### config.mk
export PLATFORM = sky130hd
export DESIGN_NAME = rbsf_col_cell
export DESIGN_NICKNAME = d
export VERILOG_FILES = /design/src/sv/rbsf_pkg.sv /design/src/sv/rbsf_col_cell.sv
export SDC_FILE = /design/constraint.sdc
export NUM_CORES = 1
export LEC_CHECK = 0
export BUFFER_PORTS_ARGS = -buffer_cell sky130_fd_sc_hd__clkbuf_2
export CAP_MARGIN = 40
export CORE_MARGIN = 2
export CORE_UTILIZATION = 43
export CTS_CLUSTER_SIZE = 8
export DETAILED_ROUTE_END_ITERATION = 16
export GPL_TIMING_DRIVEN = 0
export PLACE_DENSITY = 0.78
export SETUP_SLACK_MARGIN = 0.4
export SLEW_MARGIN = 15
export SYNTH_ARGS = -nofsm -noshare
export SYNTH_HDL_FRONTEND = slang
export SYNTH_SLANG_ARGS = --single-unit
### constraint.sdc
create_clock -name clk -period 1 [get_ports clk]
set_input_delay 0.2 -clock clk [delete_from_list [all_inputs] [get_ports clk]]
set_output_delay 0.2 -clock clk [all_outputs]
set_load 0.02 [all_outputs]
### src/sv/rbsf_pkg.sv
`default_nettype none
package rbsf_pkg;

  // largest frame the line stores are sized for
  localparam int MAX_WIDTH  = 1024;
  localparam int MAX_HEIGHT = 1024;

  localparam int COL_W = $clog2(MAX_WIDTH);
  localparam int ROW_W = $clog2(MAX_HEIGHT);
  localparam int DIM_W = 11;
  localparam int CHAN_W = 8;
  localparam int PIX_W = 3 * CHAN_W;
  localparam int SUM_W = 12;

  // reciprocal of 9 in 15 fractional bits, exact for sums up to 9 * 255
  localparam int RECIP_SHIFT = 15;
  localparam logic [SUM_W-1:0] RECIP_NINE = SUM_W'(3641);

  // configuration register indexes
  localparam logic [1:0] REG_MODE   = 2'd0;
  localparam logic [1:0] REG_WIDTH  = 2'd1;
  localparam logic [1:0] REG_HEIGHT = 2'd2;

  localparam logic MODE_BLUR    = 1'b0;
  localparam logic MODE_SHARPEN = 1'b1;

  typedef logic [PIX_W-1:0] pix_t;

  typedef struct packed {
    logic [CHAN_W-1:0] red_in;
    logic [CHAN_W-1:0] green_in;
    logic [CHAN_W-1:0] blue_in;
  } pix_in_t;

  typedef struct packed {
    logic [CHAN_W-1:0] red_out;
    logic [CHAN_W-1:0] green_out;
    logic [CHAN_W-1:0] blue_out;
    logic              frame_done;
  } pix_out_t;

  // one column of the 3x3 window, top row first
  typedef struct packed {
    pix_t top;
    pix_t mid;
    pix_t bot;
  } col_t;

  typedef col_t [2:0] win_t;

  // handshake and tag of a window on its way to the kernel
  typedef struct packed {
    logic valid;
    logic last;
  } win_ctl_t;

endpackage
`default_nettype wire

### src/sv/rbsf_col_cell.sv
`default_nettype none
module rbsf_col_cell (
  input  wire logic           clk,
  input  wire logic           rst,
  input  wire logic           shift,
  input  wire rbsf_pkg::col_t col_in,
  output rbsf_pkg::col_t      col
);

  // one window column, takes its right neighbor on every shift
  always_ff @(posedge clk) begin
    if (rst) begin
      col <= '0;
    end else if (shift) begin
      col <= col_in;
    end
  end

endmodule
`default_nettype wire

==> metrics <==
status=finished with violations; failing checks=negative setup slack; CP max stage delay=about 0.37 ns; Gate Count Post-Synth=between 200 and 250; wire per inst=15.52 um; setup violators final=11; Crit path max-delay family=flip-flops; post-route setup slack=-0.02573 ns; sequential area share after synthesis=between 50% and 60%; Die Width=81.46 um; Period minus WS final=just over 1 ns; FF+latch count, synth=between 70 and 80; max reg flops=between 70 and 80; upper clock frequency limit=between 0.9 and 1 GHz; # hold bufs at CTS=0; Max-Cap Viols=0; pin count of the biggest net entering global routing=11; crit path buf inv count=1; largest cells by area after synthesis=dfxtp_1 (56%), mux2i_1 (28%), nor2_1 (10%), buf_8 (4.1%), buf_1 (0.73%); GPL Wtd Cong=approximately 0.72; Final Core Density=~77%; startpoint types=flop; Hold Crit Class=in -> reg; cell accounting for the most synthesized area=dfxtp_1; Syn Std Cell Area=around 2600 um2; 1st-pass router iterations=4; post-placement setup slack=around 0.11 ns; total CTS buffers=9; Die ar.=between 6000 and 7000 um2; worst-path maximum fanout=2; Reg with most FFs=col; Initial Util=about 44%; skew final=0 ns; DP HPWL=about 4.2 mm; Post-synth EDFFs=0; layout cells sized above 1=between 60 and 70%; initial antenna violation count=0; vias per cell=roughly 4.7; final hold viol count=0; 1st-iter DRT viols=slightly below 50; CTS tree=built; P per Cell Area=about 1500 nW/um2; Critical Path, Cell by Cell=buf_8; max-slew violations=0; clk slew on worst S/H paths=0.07 ns; leak pwr=2.216 nW; CP max-delay cell=dfxtp_2; most frequent cells after synthesis=dfxtp_1 (72), mux2i_1 (72), nor2_1 (72); Netlist cell types=8; Post-Route WL=~7.3 mm; # clock sinks=a little over 70; Post-Syn Area per Cell=11.12 um2; clk_lat worst skew=~0.33 ns; Total Routing Usage GR=between 20 and 25%; worst-case clock buffer depth=2; first-pass GRT wire length=slightly above 10 mm; Worst Max-Slew Pin Slew=about 0.19 ns; drt drc=0; Required @ worst endpoint=0.80 ns; Synth Flop Type=dfxtp_1; num ports=between 100 and 150; RSZ-0062 raised after global routing=true; Routed Antenna Nets=0; slew margin rel.=just under 90%; fin nets=470; DR vias=around 2,200; placed instance count=around 450; worst vdd ir=between 0.9 and 1 mV; Port Buf Inserts=around 140; FF+latch area=between 1500 and 2000 um2; Post-Synthesis Net Count=~310; multi-input logic area=around 1000 um2; Worst EP arrival=0.83 ns; H-tree depth=3; leading registers by flop count=col: 72 flops; ys async rst share=0%; ant diodes=0; Tcrit/Tclk final=102.6%; final global-route overflow total=0; area share of the largest cell type after synthesis=55.87%; Setup crit end kind=output port; Ys Warns=0; Die Y=81.46 um; Cell Rows=28; post-route insts no fill=roughly 470; Pwr Total=about 6.5 mW; worst setup path class=reg -> out; CTS root buffer=clkbuf_8; area grow syn2layout=73.81%; CORE AREA=5851 um2; fillers=345; vias in the first global route=roughly 2,200
-- kinds of logic after synthesis --
kind of cell,share of synthesized area (%)
simple gates,10.48
buf+inv,5.723
flops,55.87
mux,27.93
-- repair_timing --
item | CTS | global route
setup buffers | 1 | 7
pin swaps | 39 | 44
gates resized for setup | 213 | 82
setup endpoints to repair | 91 | 144
-- placed cells by master, fill, tap and decap left out --
| cell type | instances |
|---|---|
| buf_8 | 79 |
| clkbuf_2 | 75 |
| nor2_1 | 72 |
| dfxtp_2 | 72 |
| mux2i_1 | 69 |
| clkbuf_8 | 11 |
| buf_6 | 8 |
| buf_2 | 5 |
| mux2i_2 | 3 |
| buf_12 | 1 |
| clkbuf_1 | 1 |
| clkinv_2 | 1 |
-- layout make-up --
class / instances / area share (%)
buffer: 16 / 3.683
timing repair buffer: 152 / 34.15
clock inverter: 1 / 0.1116
clock buffer: 12 / 3.460
tap: 75 / 2.093
sequential: 72 / 34.15
multi-input combinational: 144 / 22.35
-- metrics by stage --
step	hold WS, ns	cell area, um2	TNS [ns]
floorplan	0.3471	2600	0
detailed placement	0.4420	3415	0
finish	0.09966	4484	-0.07012
CTS	0.08246	4304	-1.525
global placement	0.4328	3415	0
global route	0.09261	4484	-1.838
-- report_power, final --
group | total [mW] | internal (mW) | switching [mW] | leakage, nW
sequential | 3.24 | 3.08 | 0.164 | 0.620
combinational | 1.36 | 0.781 | 0.576 | 1.51
clock | 1.92 | 0.991 | 0.926 | 0.0842
total | 6.52 | 4.85 | 1.67 | 2.22
-- layer usage --
| layer | routed length [um] | part of all wire (%) | vias up | track usage (%) |
|---|---|---|---|---|
| li1 | - | - | 1083 | - |
| met1 | 2754 | 38 | 1035 | 21.09 |
| met2 | 3850 | 53 | 103 | 37.21 |
| met3 | 639 | 8.7 | 10 | 7.692 |
| met4 | 83 | 1.1 | 0 | 7.119 |
| met5 | 0 | 0 | - | 0 |
-- worst paths after layout --
path              slack, ns       start      end  cells past startpoint
setup / recovery      -0.03     col[64]  col[64]                      1
setup reg to reg       0.12     col[42]  col[42]                      4
hold / removal          0.1  col_in[20]  col[20]                      3
hold reg to reg        0.51      col[7]   col[7]                      2
No activity file was read; power rests on OpenSTA's default activity.
