### src/sv/rbsf_pkg.sv
`default_nettype none
package rbsf_pkg;

  // largest frame the line stores are sized for
  localparam int MAX_WIDTH  = 1024;
  localparam int MAX_HEIGHT = 1024;

  localparam int COL_W = $clog2(MAX_WIDTH);
  localparam int ROW_W = $clog2(MAX_HEIGHT);
  localparam int DIM_W = 11;
  localparam int CHAN_W = 8;
  localparam int PIX_W = 3 * CHAN_W;
  localparam int SUM_W = 12;

  // reciprocal of 9 in 15 fractional bits, exact for sums up to 9 * 255
  localparam int RECIP_SHIFT = 15;
  localparam logic [SUM_W-1:0] RECIP_NINE = SUM_W'(3641);

  // configuration register indexes
  localparam logic [1:0] REG_MODE   = 2'd0;
  localparam logic [1:0] REG_WIDTH  = 2'd1;
  localparam logic [1:0] REG_HEIGHT = 2'd2;

  localparam logic MODE_BLUR    = 1'b0;
  localparam logic MODE_SHARPEN = 1'b1;

  typedef logic [PIX_W-1:0] pix_t;

  typedef struct packed {
    logic [CHAN_W-1:0] red_in;
    logic [CHAN_W-1:0] green_in;
    logic [CHAN_W-1:0] blue_in;
  } pix_in_t;

  typedef struct packed {
    logic [CHAN_W-1:0] red_out;
    logic [CHAN_W-1:0] green_out;
    logic [CHAN_W-1:0] blue_out;
    logic              frame_done;
  } pix_out_t;

  // one column of the 3x3 window, top row first
  typedef struct packed {
    pix_t top;
    pix_t mid;
    pix_t bot;
  } col_t;

  typedef col_t [2:0] win_t;

  // handshake and tag of a window on its way to the kernel
  typedef struct packed {
    logic valid;
    logic last;
  } win_ctl_t;

endpackage
`default_nettype wire

### src/sv/rbsf_kernel.sv
`default_nettype none
module rbsf_kernel (
  input  wire logic               clk,
  input  wire logic               rst,
  input  wire logic               mode,
  input  wire rbsf_pkg::win_ctl_t win_ctl,
  input  wire rbsf_pkg::win_t     win,
  output logic                    win_ready,
  output logic                    res_valid,
  input  wire logic               res_stall,
  output rbsf_pkg::pix_out_t      res_data
);

  typedef logic [rbsf_pkg::SUM_W-1:0] sum_t;
  typedef logic [rbsf_pkg::CHAN_W-1:0] chan_t;

  // sum stage
  logic  s3_valid;
  logic  s3_last;
  sum_t  s3_sum [3];
  chan_t s3_ctr [3];
  logic  out_ready;
  sum_t  sum_next [3];

  assign out_ready = !res_valid || !res_stall;
  assign win_ready = !s3_valid || out_ready;

  always_comb begin
    for (int ch = 0; ch < 3; ch++) begin
      sum_next[ch] = '0;
      for (int k = 0; k < 3; k++) begin
        sum_next[ch] = sum_next[ch]
          + sum_t'(win[k].top[ch*rbsf_pkg::CHAN_W +: rbsf_pkg::CHAN_W])
          + sum_t'(win[k].mid[ch*rbsf_pkg::CHAN_W +: rbsf_pkg::CHAN_W])
          + sum_t'(win[k].bot[ch*rbsf_pkg::CHAN_W +: rbsf_pkg::CHAN_W]);
      end
    end
  end

  always_ff @(posedge clk) begin
    if (rst) begin
      s3_valid <= 1'b0;
    end else if (win_ready) begin
      s3_valid <= win_ctl.valid;
    end
  end

  always_ff @(posedge clk) begin
    if (win_ready) begin
      s3_last <= win_ctl.last;
      for (int ch = 0; ch < 3; ch++) begin
        s3_sum[ch] <= sum_next[ch];
        s3_ctr[ch] <= win[1].mid[ch*rbsf_pkg::CHAN_W +: rbsf_pkg::CHAN_W];
      end
    end
  end

  // divide or clamp stage
  chan_t res_ch [3];

  always_comb begin
    logic [2*rbsf_pkg::SUM_W-1:0] prod;
    logic signed [rbsf_pkg::SUM_W:0] diff;
    for (int ch = 0; ch < 3; ch++) begin
      prod = {{rbsf_pkg::SUM_W{1'b0}}, s3_sum[ch]}
           * {{rbsf_pkg::SUM_W{1'b0}}, rbsf_pkg::RECIP_NINE};
      // 10 * centre minus the full sum, same as 9 * centre minus neighbors
      diff = $signed({1'b0, sum_t'({s3_ctr[ch], 3'b000}) + sum_t'({s3_ctr[ch], 1'b0})})
           - $signed({1'b0, s3_sum[ch]});
      if (mode == rbsf_pkg::MODE_BLUR) begin
        res_ch[ch] = prod[rbsf_pkg::RECIP_SHIFT +: rbsf_pkg::CHAN_W];
      end else if (diff < 0) begin
        res_ch[ch] = '0;
      end else if (diff > 255) begin
        res_ch[ch] = '1;
      end else begin
        res_ch[ch] = diff[rbsf_pkg::CHAN_W-1:0];
      end
    end
  end

  always_ff @(posedge clk) begin
    if (rst) begin
      res_valid <= 1'b0;
    end else if (out_ready) begin
      res_valid <= s3_valid;
    end
  end

  always_ff @(posedge clk) begin
    if (out_ready) begin
      res_data.red_out    <= res_ch[2];
      res_data.green_out  <= res_ch[1];
      res_data.blue_out   <= res_ch[0];
      res_data.frame_done <= s3_last;
    end
  end

endmodule
`default_nettype wire

### config.mk
export PLATFORM = sky130hd
export DESIGN_NAME = rbsf_kernel
export DESIGN_NICKNAME = d
export VERILOG_FILES = /design/src/sv/rbsf_pkg.sv /design/src/sv/rbsf_kernel.sv
export SDC_FILE = /design/constraint.sdc
export NUM_CORES = 1
export LEC_CHECK = 0
export ABC_AREA = 1
export BUFFER_PORTS_ARGS = -buffer_cell sky130_fd_sc_hd__clkbuf_2
export CORE_MARGIN = 2
export CORE_UTILIZATION = 55
export DETAILED_ROUTE_END_ITERATION = 16
export PLACE_DENSITY = 0.8
export SYNTH_ARGS = -nofsm -noshare
export SYNTH_HDL_FRONTEND = slang
export SYNTH_SLANG_ARGS = --single-unit
### constraint.sdc
create_clock -name clk -period 4.6 [get_ports clk]
set_input_delay 0 -clock clk [delete_from_list [all_inputs] [get_ports clk]]
set_output_delay 0 -clock clk [all_outputs]
set_load 0.01 [all_outputs]
==> results of run 1 <==
[critical path: cells and delay by family, from the launching register on]
family	cells	cell delay [ps]
fa+ha+maj	6	2420
buf+inv	3	320
flops	1	470
simple gates	9	980
[how the worst max path moves through the flow]
| stage | startpoint | to | cells after the start |
|---|---|---|---|
| floorplan | s3_sum[0][19] | res_data[12] | 18 |
| global placement | s3_sum[0][31] | res_data[21] | 19 |
| detailed placement | s3_sum[0][19] | res_data[10] | 18 |
| CTS | s3_sum[0][19] | res_data[13] | 19 |
| global route | s3_sum[0][32] | res_data[23] | 18 |
| finish | s3_sum[0][32] | res_data[23] | 18 |
[synth_stat cells, drive strengths merged]
library cell  instances  area, µm²
inv                 536       2012
nand2               344       1306
ha                  285       3566
fa                  270       5405
a21oi               106      538.0
nand3                94      493.0
nor2                 90      374.1
edfxtp               86       2582
o21ai                42      210.2
xor2                 33      289.0
nand4                28      175.2
a21o                 12      90.09
xnor2                11      111.4
nand3b                9      67.56
o211ai                7      52.55
o21bai                6      67.57
a21boi                3      22.52
a31oi                 3      18.77
nor3                  3      15.01
nor4                  3      18.77
o21a                  3      22.52
o31ai                 3      22.52
clkbuf                2      7.510
dfxtp                 2      40.04
buf                   1      7.510
[routing by layer]
layer	GRT usage	vias up	wire length, µm
met5	0	-	0
met4	0.06194	0	737
met3	0.02634	51	1491
met2	0.5128	362	22810
met1	0.3147	6786	17340
li1	-	6838	-
[registers in the layout, indices dropped and copies added (netlist names)]
signal and count:
s3_sum 36, s3_ctr 24, res_data 25, s3_valid 1
res_valid 1, s3_last 1
[stage by stage]
step / instances / worst slack (ps) / setup TNS [ps] / instance area [µm²] / util
6_report: 2721 / 177.8 / 0 / 20520 / 0.6519
5_1_grt: 2721 / -77.90 / -129.8 / 20520 / 0.6519
4_1_cts: 2712 / 3.726 / 0 / 20140 / 0.6399
3_5_place_dp: 2668 / -39.57 / -111.0 / 19550 / 0.6211
3_3_place_gp: 2668 / 95.21 / 0 / 19550 / 0.6211
2_1_floorplan: 1982 / 253.1 / 0 / 17520 / -
[cell families after synthesis]
group | count (synthesis) | share of synthesized area
AO/OA/AOI/OAI | 185 | 0.05965
XOR/XNOR | 44 | 0.02286
AND/OR/NAND/NOR | 571 | 0.1399
adder cells (fa/ha/maj) | 555 | 0.5122
buffers and inverters | 539 | 0.1157
flip-flops | 88 | 0.1497
[area by class of cell]
| type | count | area (µm²) |
|---|---|---|
| clock buffers | 9 | 225.2 |
| repair buffers | 324 | 1887 |
| fillers | 2587 | 10960 |
| inverters | 536 | 2012 |
| multi-input cells | 1355 | 13180 |
| well taps | 402 | 503.0 |
| clock inverters | 7 | 87.58 |
| flip-flops and latches | 88 | 2623 |
[timing repair]
item	CTS	global route
resized for setup	2	75
endpoints found under the hold margin	27	0
endpoints found under the setup margin	5	22
cloned	0	0
pin swaps	0	26
buffers inserted	1	9
hold buffers	27	0
==> impl_results.md, run 1 <==
- Post-Syn Area per Cell: ~9 µm²
- Critical path cell sequence: buf_4 -> fa_1 -> ha_1 -> inv_1 -> fa_1 -> inv_1 -> fa_1 -> ha_1 -> ha_1 -> nand2_1 -> nor4_1 -> nand2_1 -> nand2_2 -> nand2_1 -> nand2_1 -> nand2_1 -> nand3_1 -> nand2_1
- Mapped Area: 17520 µm²
- Final worst path period share: 0.9613
- Yosys cell types: 35
- Num CTS Buffers: 9
- Largest net degree at the start of global routing: 64
- Hold Path Sink: s3_sum[0][24]
- H-tree Lvls: 3
- Vias in the first global route: 14910
- Global route overflow: 0
- Slew HR: 0.3116
- Max Freq: 226.1 MHz
- Status: finished clean
- Vias/cell: 5.159
- Cells after Synth: 1982
- Syn Nets: 2759
- First-pass iteration count of the detailed router: 7
- Antenna cells: 0
- Vias: 14040
- Clock Tree Buf Depth: 2
- Yosys reg bits: 88
- Synth-to-layout area growth: 17.14%
- Tmin final: 4422 ps
- Clk_lat worst skew: between 300 and 400 ps
- Hold Path Stages: 3
- Slew Viols, Final: 0
- Final WL: 42.37 mm
- Tightest Pin Transition: between 1000 and 1500 ps
- CP Class: reg2reg
- Initial antenna violation count: 0
- Top cell by count, worst path: nand2_1
- Min-delay src: win[208]
- Commonest non-fill, non-tap cell in the layout: inv_1
- Req. time, crit path: 4740 ps
- R2R setup slack: 180 ps
- Core ar.: roughly 31000 µm²
- Final GP Congestion: ~0.97
- Ports: around 250
- FF-to-FF path depth: 18
- Die ar.: 33290 µm²
- Skew final: around 16 ps
- Die Height: 182.5 µm
- Starting density of the core: 0.5565
- Startpoint types: flip-flop
- Setup violators final: 0
- Num rows: 65
- Hold slack: approximately 110 ps
- Max-cap violations: 0
- Die width: 182.5 µm
- GRT Total Usage: 0.2648
- Max incr delay on CP: between 500 and 600 ps
- Layout cells sized above 1: 0.1712
- Remaining DRCs: 0
- Worst flop-to-flop path endpoint: res_data[23]
- DP Wirelength: 37.33 mm
- FF-to-FF Start: s3_sum[0][32]
- Antenna viol nets, final: 0
- CTS tree: built
- Sink Count: between 80 and 90
- Warnings, synthesis: 0
- CTS root buf: clkbuf_16
- Nets: 3091
- Fin. Hold Viols: 0
- Port Buffer Count: roughly 250
- Max stage delay cell, worst path: fa_1
- Hold WC Path Type: in2reg
- Critical path peak fanout: 4
- Mean routed wirelength per cell: 15.57 µm
- 1st-iter DRT viols: 685
- Most frequent cells in the layout: inv_1 (520), nand2_1 (331), ha_1 (272), fa_1 (267), clkbuf_2 (248)
- Clock transition at the registers of the reported paths: 90 ps
- Worst Path Arrival: 4560 ps
- Seq/Total Area, Yosys: 0.1497
- First-pass GRT wire length: 69.96 mm
- Nature of the critical path endpoint: flip-flop
Power of run 1 is left out: the tool's default activity adds up to more than one toggle a clock period on the data nets, which glitch-free logic cannot reach.
==> run 2, diff against run 1 <==
--- a/config.mk
+++ b/config.mk
@@ -11,6 +11,7 @@
 export CORE_UTILIZATION = 55
 export DETAILED_ROUTE_END_ITERATION = 16
 export PLACE_DENSITY = 0.8
+export SETUP_SLACK_MARGIN = 0.5
 export SYNTH_ARGS = -nofsm -noshare
 export SYNTH_HDL_FRONTEND = slang
 export SYNTH_SLANG_ARGS = --single-unit
==> constraint.sdc (replaced) <==
create_clock -name clk -period 4.6 [get_ports clk]
set_input_delay 0.23 -clock clk [delete_from_list [all_inputs] [get_ports clk]]
set_output_delay 0.23 -clock clk [all_outputs]
set_load 0.01 [all_outputs]
==> run 2 against run 1 <==
Net effect: critical path type unchanged; utilization grew 2.0 points; non-clock buffer count up 14; final cell count increased by 0.51%; flip-flop and latch count unchanged; via count is 2.0% higher; count of clock-buffer cells in the layout up 1.
==> impl_results.md, run 2 (synthesis gave the netlist of run 1 again) <==
- Starting density of the core: 0.5565 (unchanged)
- Tmin final: 4408 ps (was 4422 ps)
- Mean routed wirelength per cell: 16.60 µm (was 15.57 µm)
- 1st-iter DRT viols: 782 (was 685)
- Setup violators final: 0 (unchanged)
- Remaining DRCs: 0 (unchanged)
- Die Height: 182.5 µm (unchanged)
- Core ar.: 31470 µm² (unchanged)
- Status: finished clean (unchanged)
- R2R setup slack: 190 ps (was 180 ps)
- Final worst path period share: 0.9582 (was 0.9613)
- Routed wl met2: 22.81 mm (about the same)
- Vias in the first global route: 15050 (was 14910)
- Nature of the critical path endpoint: flip-flop (unchanged)
- Startpoint types: flip-flop (unchanged)
- Max Freq: 226.9 MHz (was 226.1 MHz)
- CTS tree: built (unchanged)
- Antenna viol nets, final: 0 (unchanged)
- First-pass iteration count of the detailed router: 5 (was 7)
- WL met3: 2.370 mm (was 1.491 mm)
- Hold Path Sink: s3_valid (was s3_sum[0][24])
- Setup TNS: 0 ps (unchanged)
- Fin. Hold Viols: 0 (unchanged)
- Worst flop-to-flop path endpoint: res_data[23] (unchanged)
- Die ar.: 33290 µm² (unchanged)
- Final WL: 45.39 mm (was 42.37 mm)
- Wl on met1: 18.47 mm (was 17.34 mm)
- Area occupied by multi-input gates: 13770 µm² (was 13180 µm²)
- Flip-flop count of the largest register after layout: 36 (unchanged)
- Num rows: 65 (unchanged)
- Num CTS Buffers: 9 (unchanged)
- Sink Count: 88 (unchanged)
- Most frequent cells in the layout: inv_1 (496), nand2_1 (311), fa_1 (266), clkbuf_2 (248), ha_1 (246) (was inv_1 (520), nand2_1 (331), ha_1 (272), fa_1 (267), clkbuf_2 (248))
- Clock transition at the registers of the reported paths: 80 ps (was 90 ps)
- GRT Total Usage: 0.2796 (was 0.2648)
- Clock Tree Buf Depth: 2 (unchanged)
- Topmost layer with routed signal wires: met4 (unchanged)
- Synth-to-layout area growth: 20.70% (was 17.14%)
- Ports: 249 (unchanged)
- Antenna cells: 0 (unchanged)
- Slew HR: 0.4511 (was 0.3116)
- Vias/cell: 5.234 (was 5.159)
- Initial antenna violation count: 0 (unchanged)
- Global route overflow: 0 (unchanged)
- Hold Path Stages: 2 (was 3)
- Final core utilization: 0.6717 (was 0.6519)
- Final GP Congestion: 0.9995 (was 0.9686)
- Min-delay src: rst (was win[208])
- Layout cells sized above 1: 0.2327 (was 0.1712)
- Hold buffer count at cts: 0 (was 27)
- Largest net degree at the start of global routing: 47 (was 64)
- Die width: 182.5 µm (unchanged)
- Slew Viols, Final: 0 (unchanged)
- Fillers: 2530 (was 2587)
- Hold slack: 16.62 ps (was 108.6 ps)
- First-pass GRT wire length: 73.04 mm (was 69.96 mm)
- CTS root buf: clkbuf_16 (unchanged)
- DP Wirelength: 38.01 mm (was 37.33 mm)
- Register Area: 2623 µm² (unchanged)
- FF-to-FF Start: s3_sum[0][25] (was s3_sum[0][32])
- Req. time, crit path: 4730 ps (was 4740 ps)
- H-tree Lvls: 3 (unchanged)
- Clk_lat worst skew: 380 ps (about the same)
- Vias: 14320 (was 14040)
- Worst Path Arrival: 4540 ps (was 4560 ps)
- Biggest register: s3_sum (unchanged)
- Largest regs: s3_sum (36), res_data (25), s3_ctr (24) (unchanged)
- Commonest non-fill, non-tap cell in the layout: inv_1 (unchanged)
- Port Buffer Count: 248 (unchanged)
- Skew final: 13.34 ps (was 16.19 ps)
- Unrepaired setup endpoints after global routing: true
- CP Class: reg2reg (unchanged)
- Nets: 3105 (was 3091)
- Max-cap violations: 0 (unchanged)
- Tightest Pin Transition: 822.5 ps (was 1033 ps)
- Hold WC Path Type: in2reg (unchanged)
- Critical path peak fanout: 3 (was 4)
- FF-to-FF path depth: 19 (was 18)
run 2: metal layers:
layer | track usage | vias to the layer above
met5 | 0 | -
met4 | 0.1200 | 0
met3 | 0.03173 | 100
met2 | 0.4899 | 489
met1 | 0.3519 | 6872
li1 | - | 6855
run 2: final cells by class:
class,count,share of cell area
clock inverter,6,0.002071
tap,402,0.02379
timing repair buffer,338,0.09226
sequential,88,0.1240
multi-input combinational,1355,0.6514
clock buffer,10,0.01130
inverter,536,0.09516
run 2: stage by stage:
stage | cell area (µm²) | std cells | worst slack, ps
floorplan | 17620 | 1982 | 500.6
global placement | 19510 | 2648 | 45.88
detailed placement | 19510 | 2648 | 75.22
CTS | 20660 | 2713 | 268.4
global route | 21140 | 2735 | 7.943
finish | 21140 | 2735 | 192.3
run 2: what timing repair did:
action | 4_1_cts | 5_1_grt
endpoints found under the setup margin | 24 | 24
pin swaps | 64 | 59
gates cloned | 0 | 0
buffers inserted | 49 | 22
gates resized for setup | 101 | 80
run 2: worst max-delay path, stage by stage, from the launching register on:
cell      delay, ps
edfxtp_1        420
buf_6           140
fa_2            530
ha_2            190
inv_1            60
fa_1            550
inv_2            40
fa_1            490
inv_1            50
fa_1            500
inv_2            50
ha_4            240
a21oi_4         170
o21ai_2          80
a21oi_2         210
nand2_2         110
nand2_1          80
nand3_1          90
nand3_2         100
nand2_1          60
run 2: worst max path at each step:
stage / from / cells after the start / endpoint / slack, ps
global route: s3_sum[0][1] / 20 / res_data[8] / 8
detailed placement: s3_sum[0][13] / 19 / res_data[10] / 80
global placement: s3_sum[0][20] / 17 / res_data[10] / 50
CTS: s3_sum[0][31] / 19 / res_data[23] / 270
finish: s3_sum[0][25] / 19 / res_data[23] / 190
floorplan: s3_sum[0][13] / 21 / res_data[16] / 500
Power of run 2 is left out for the same reason.
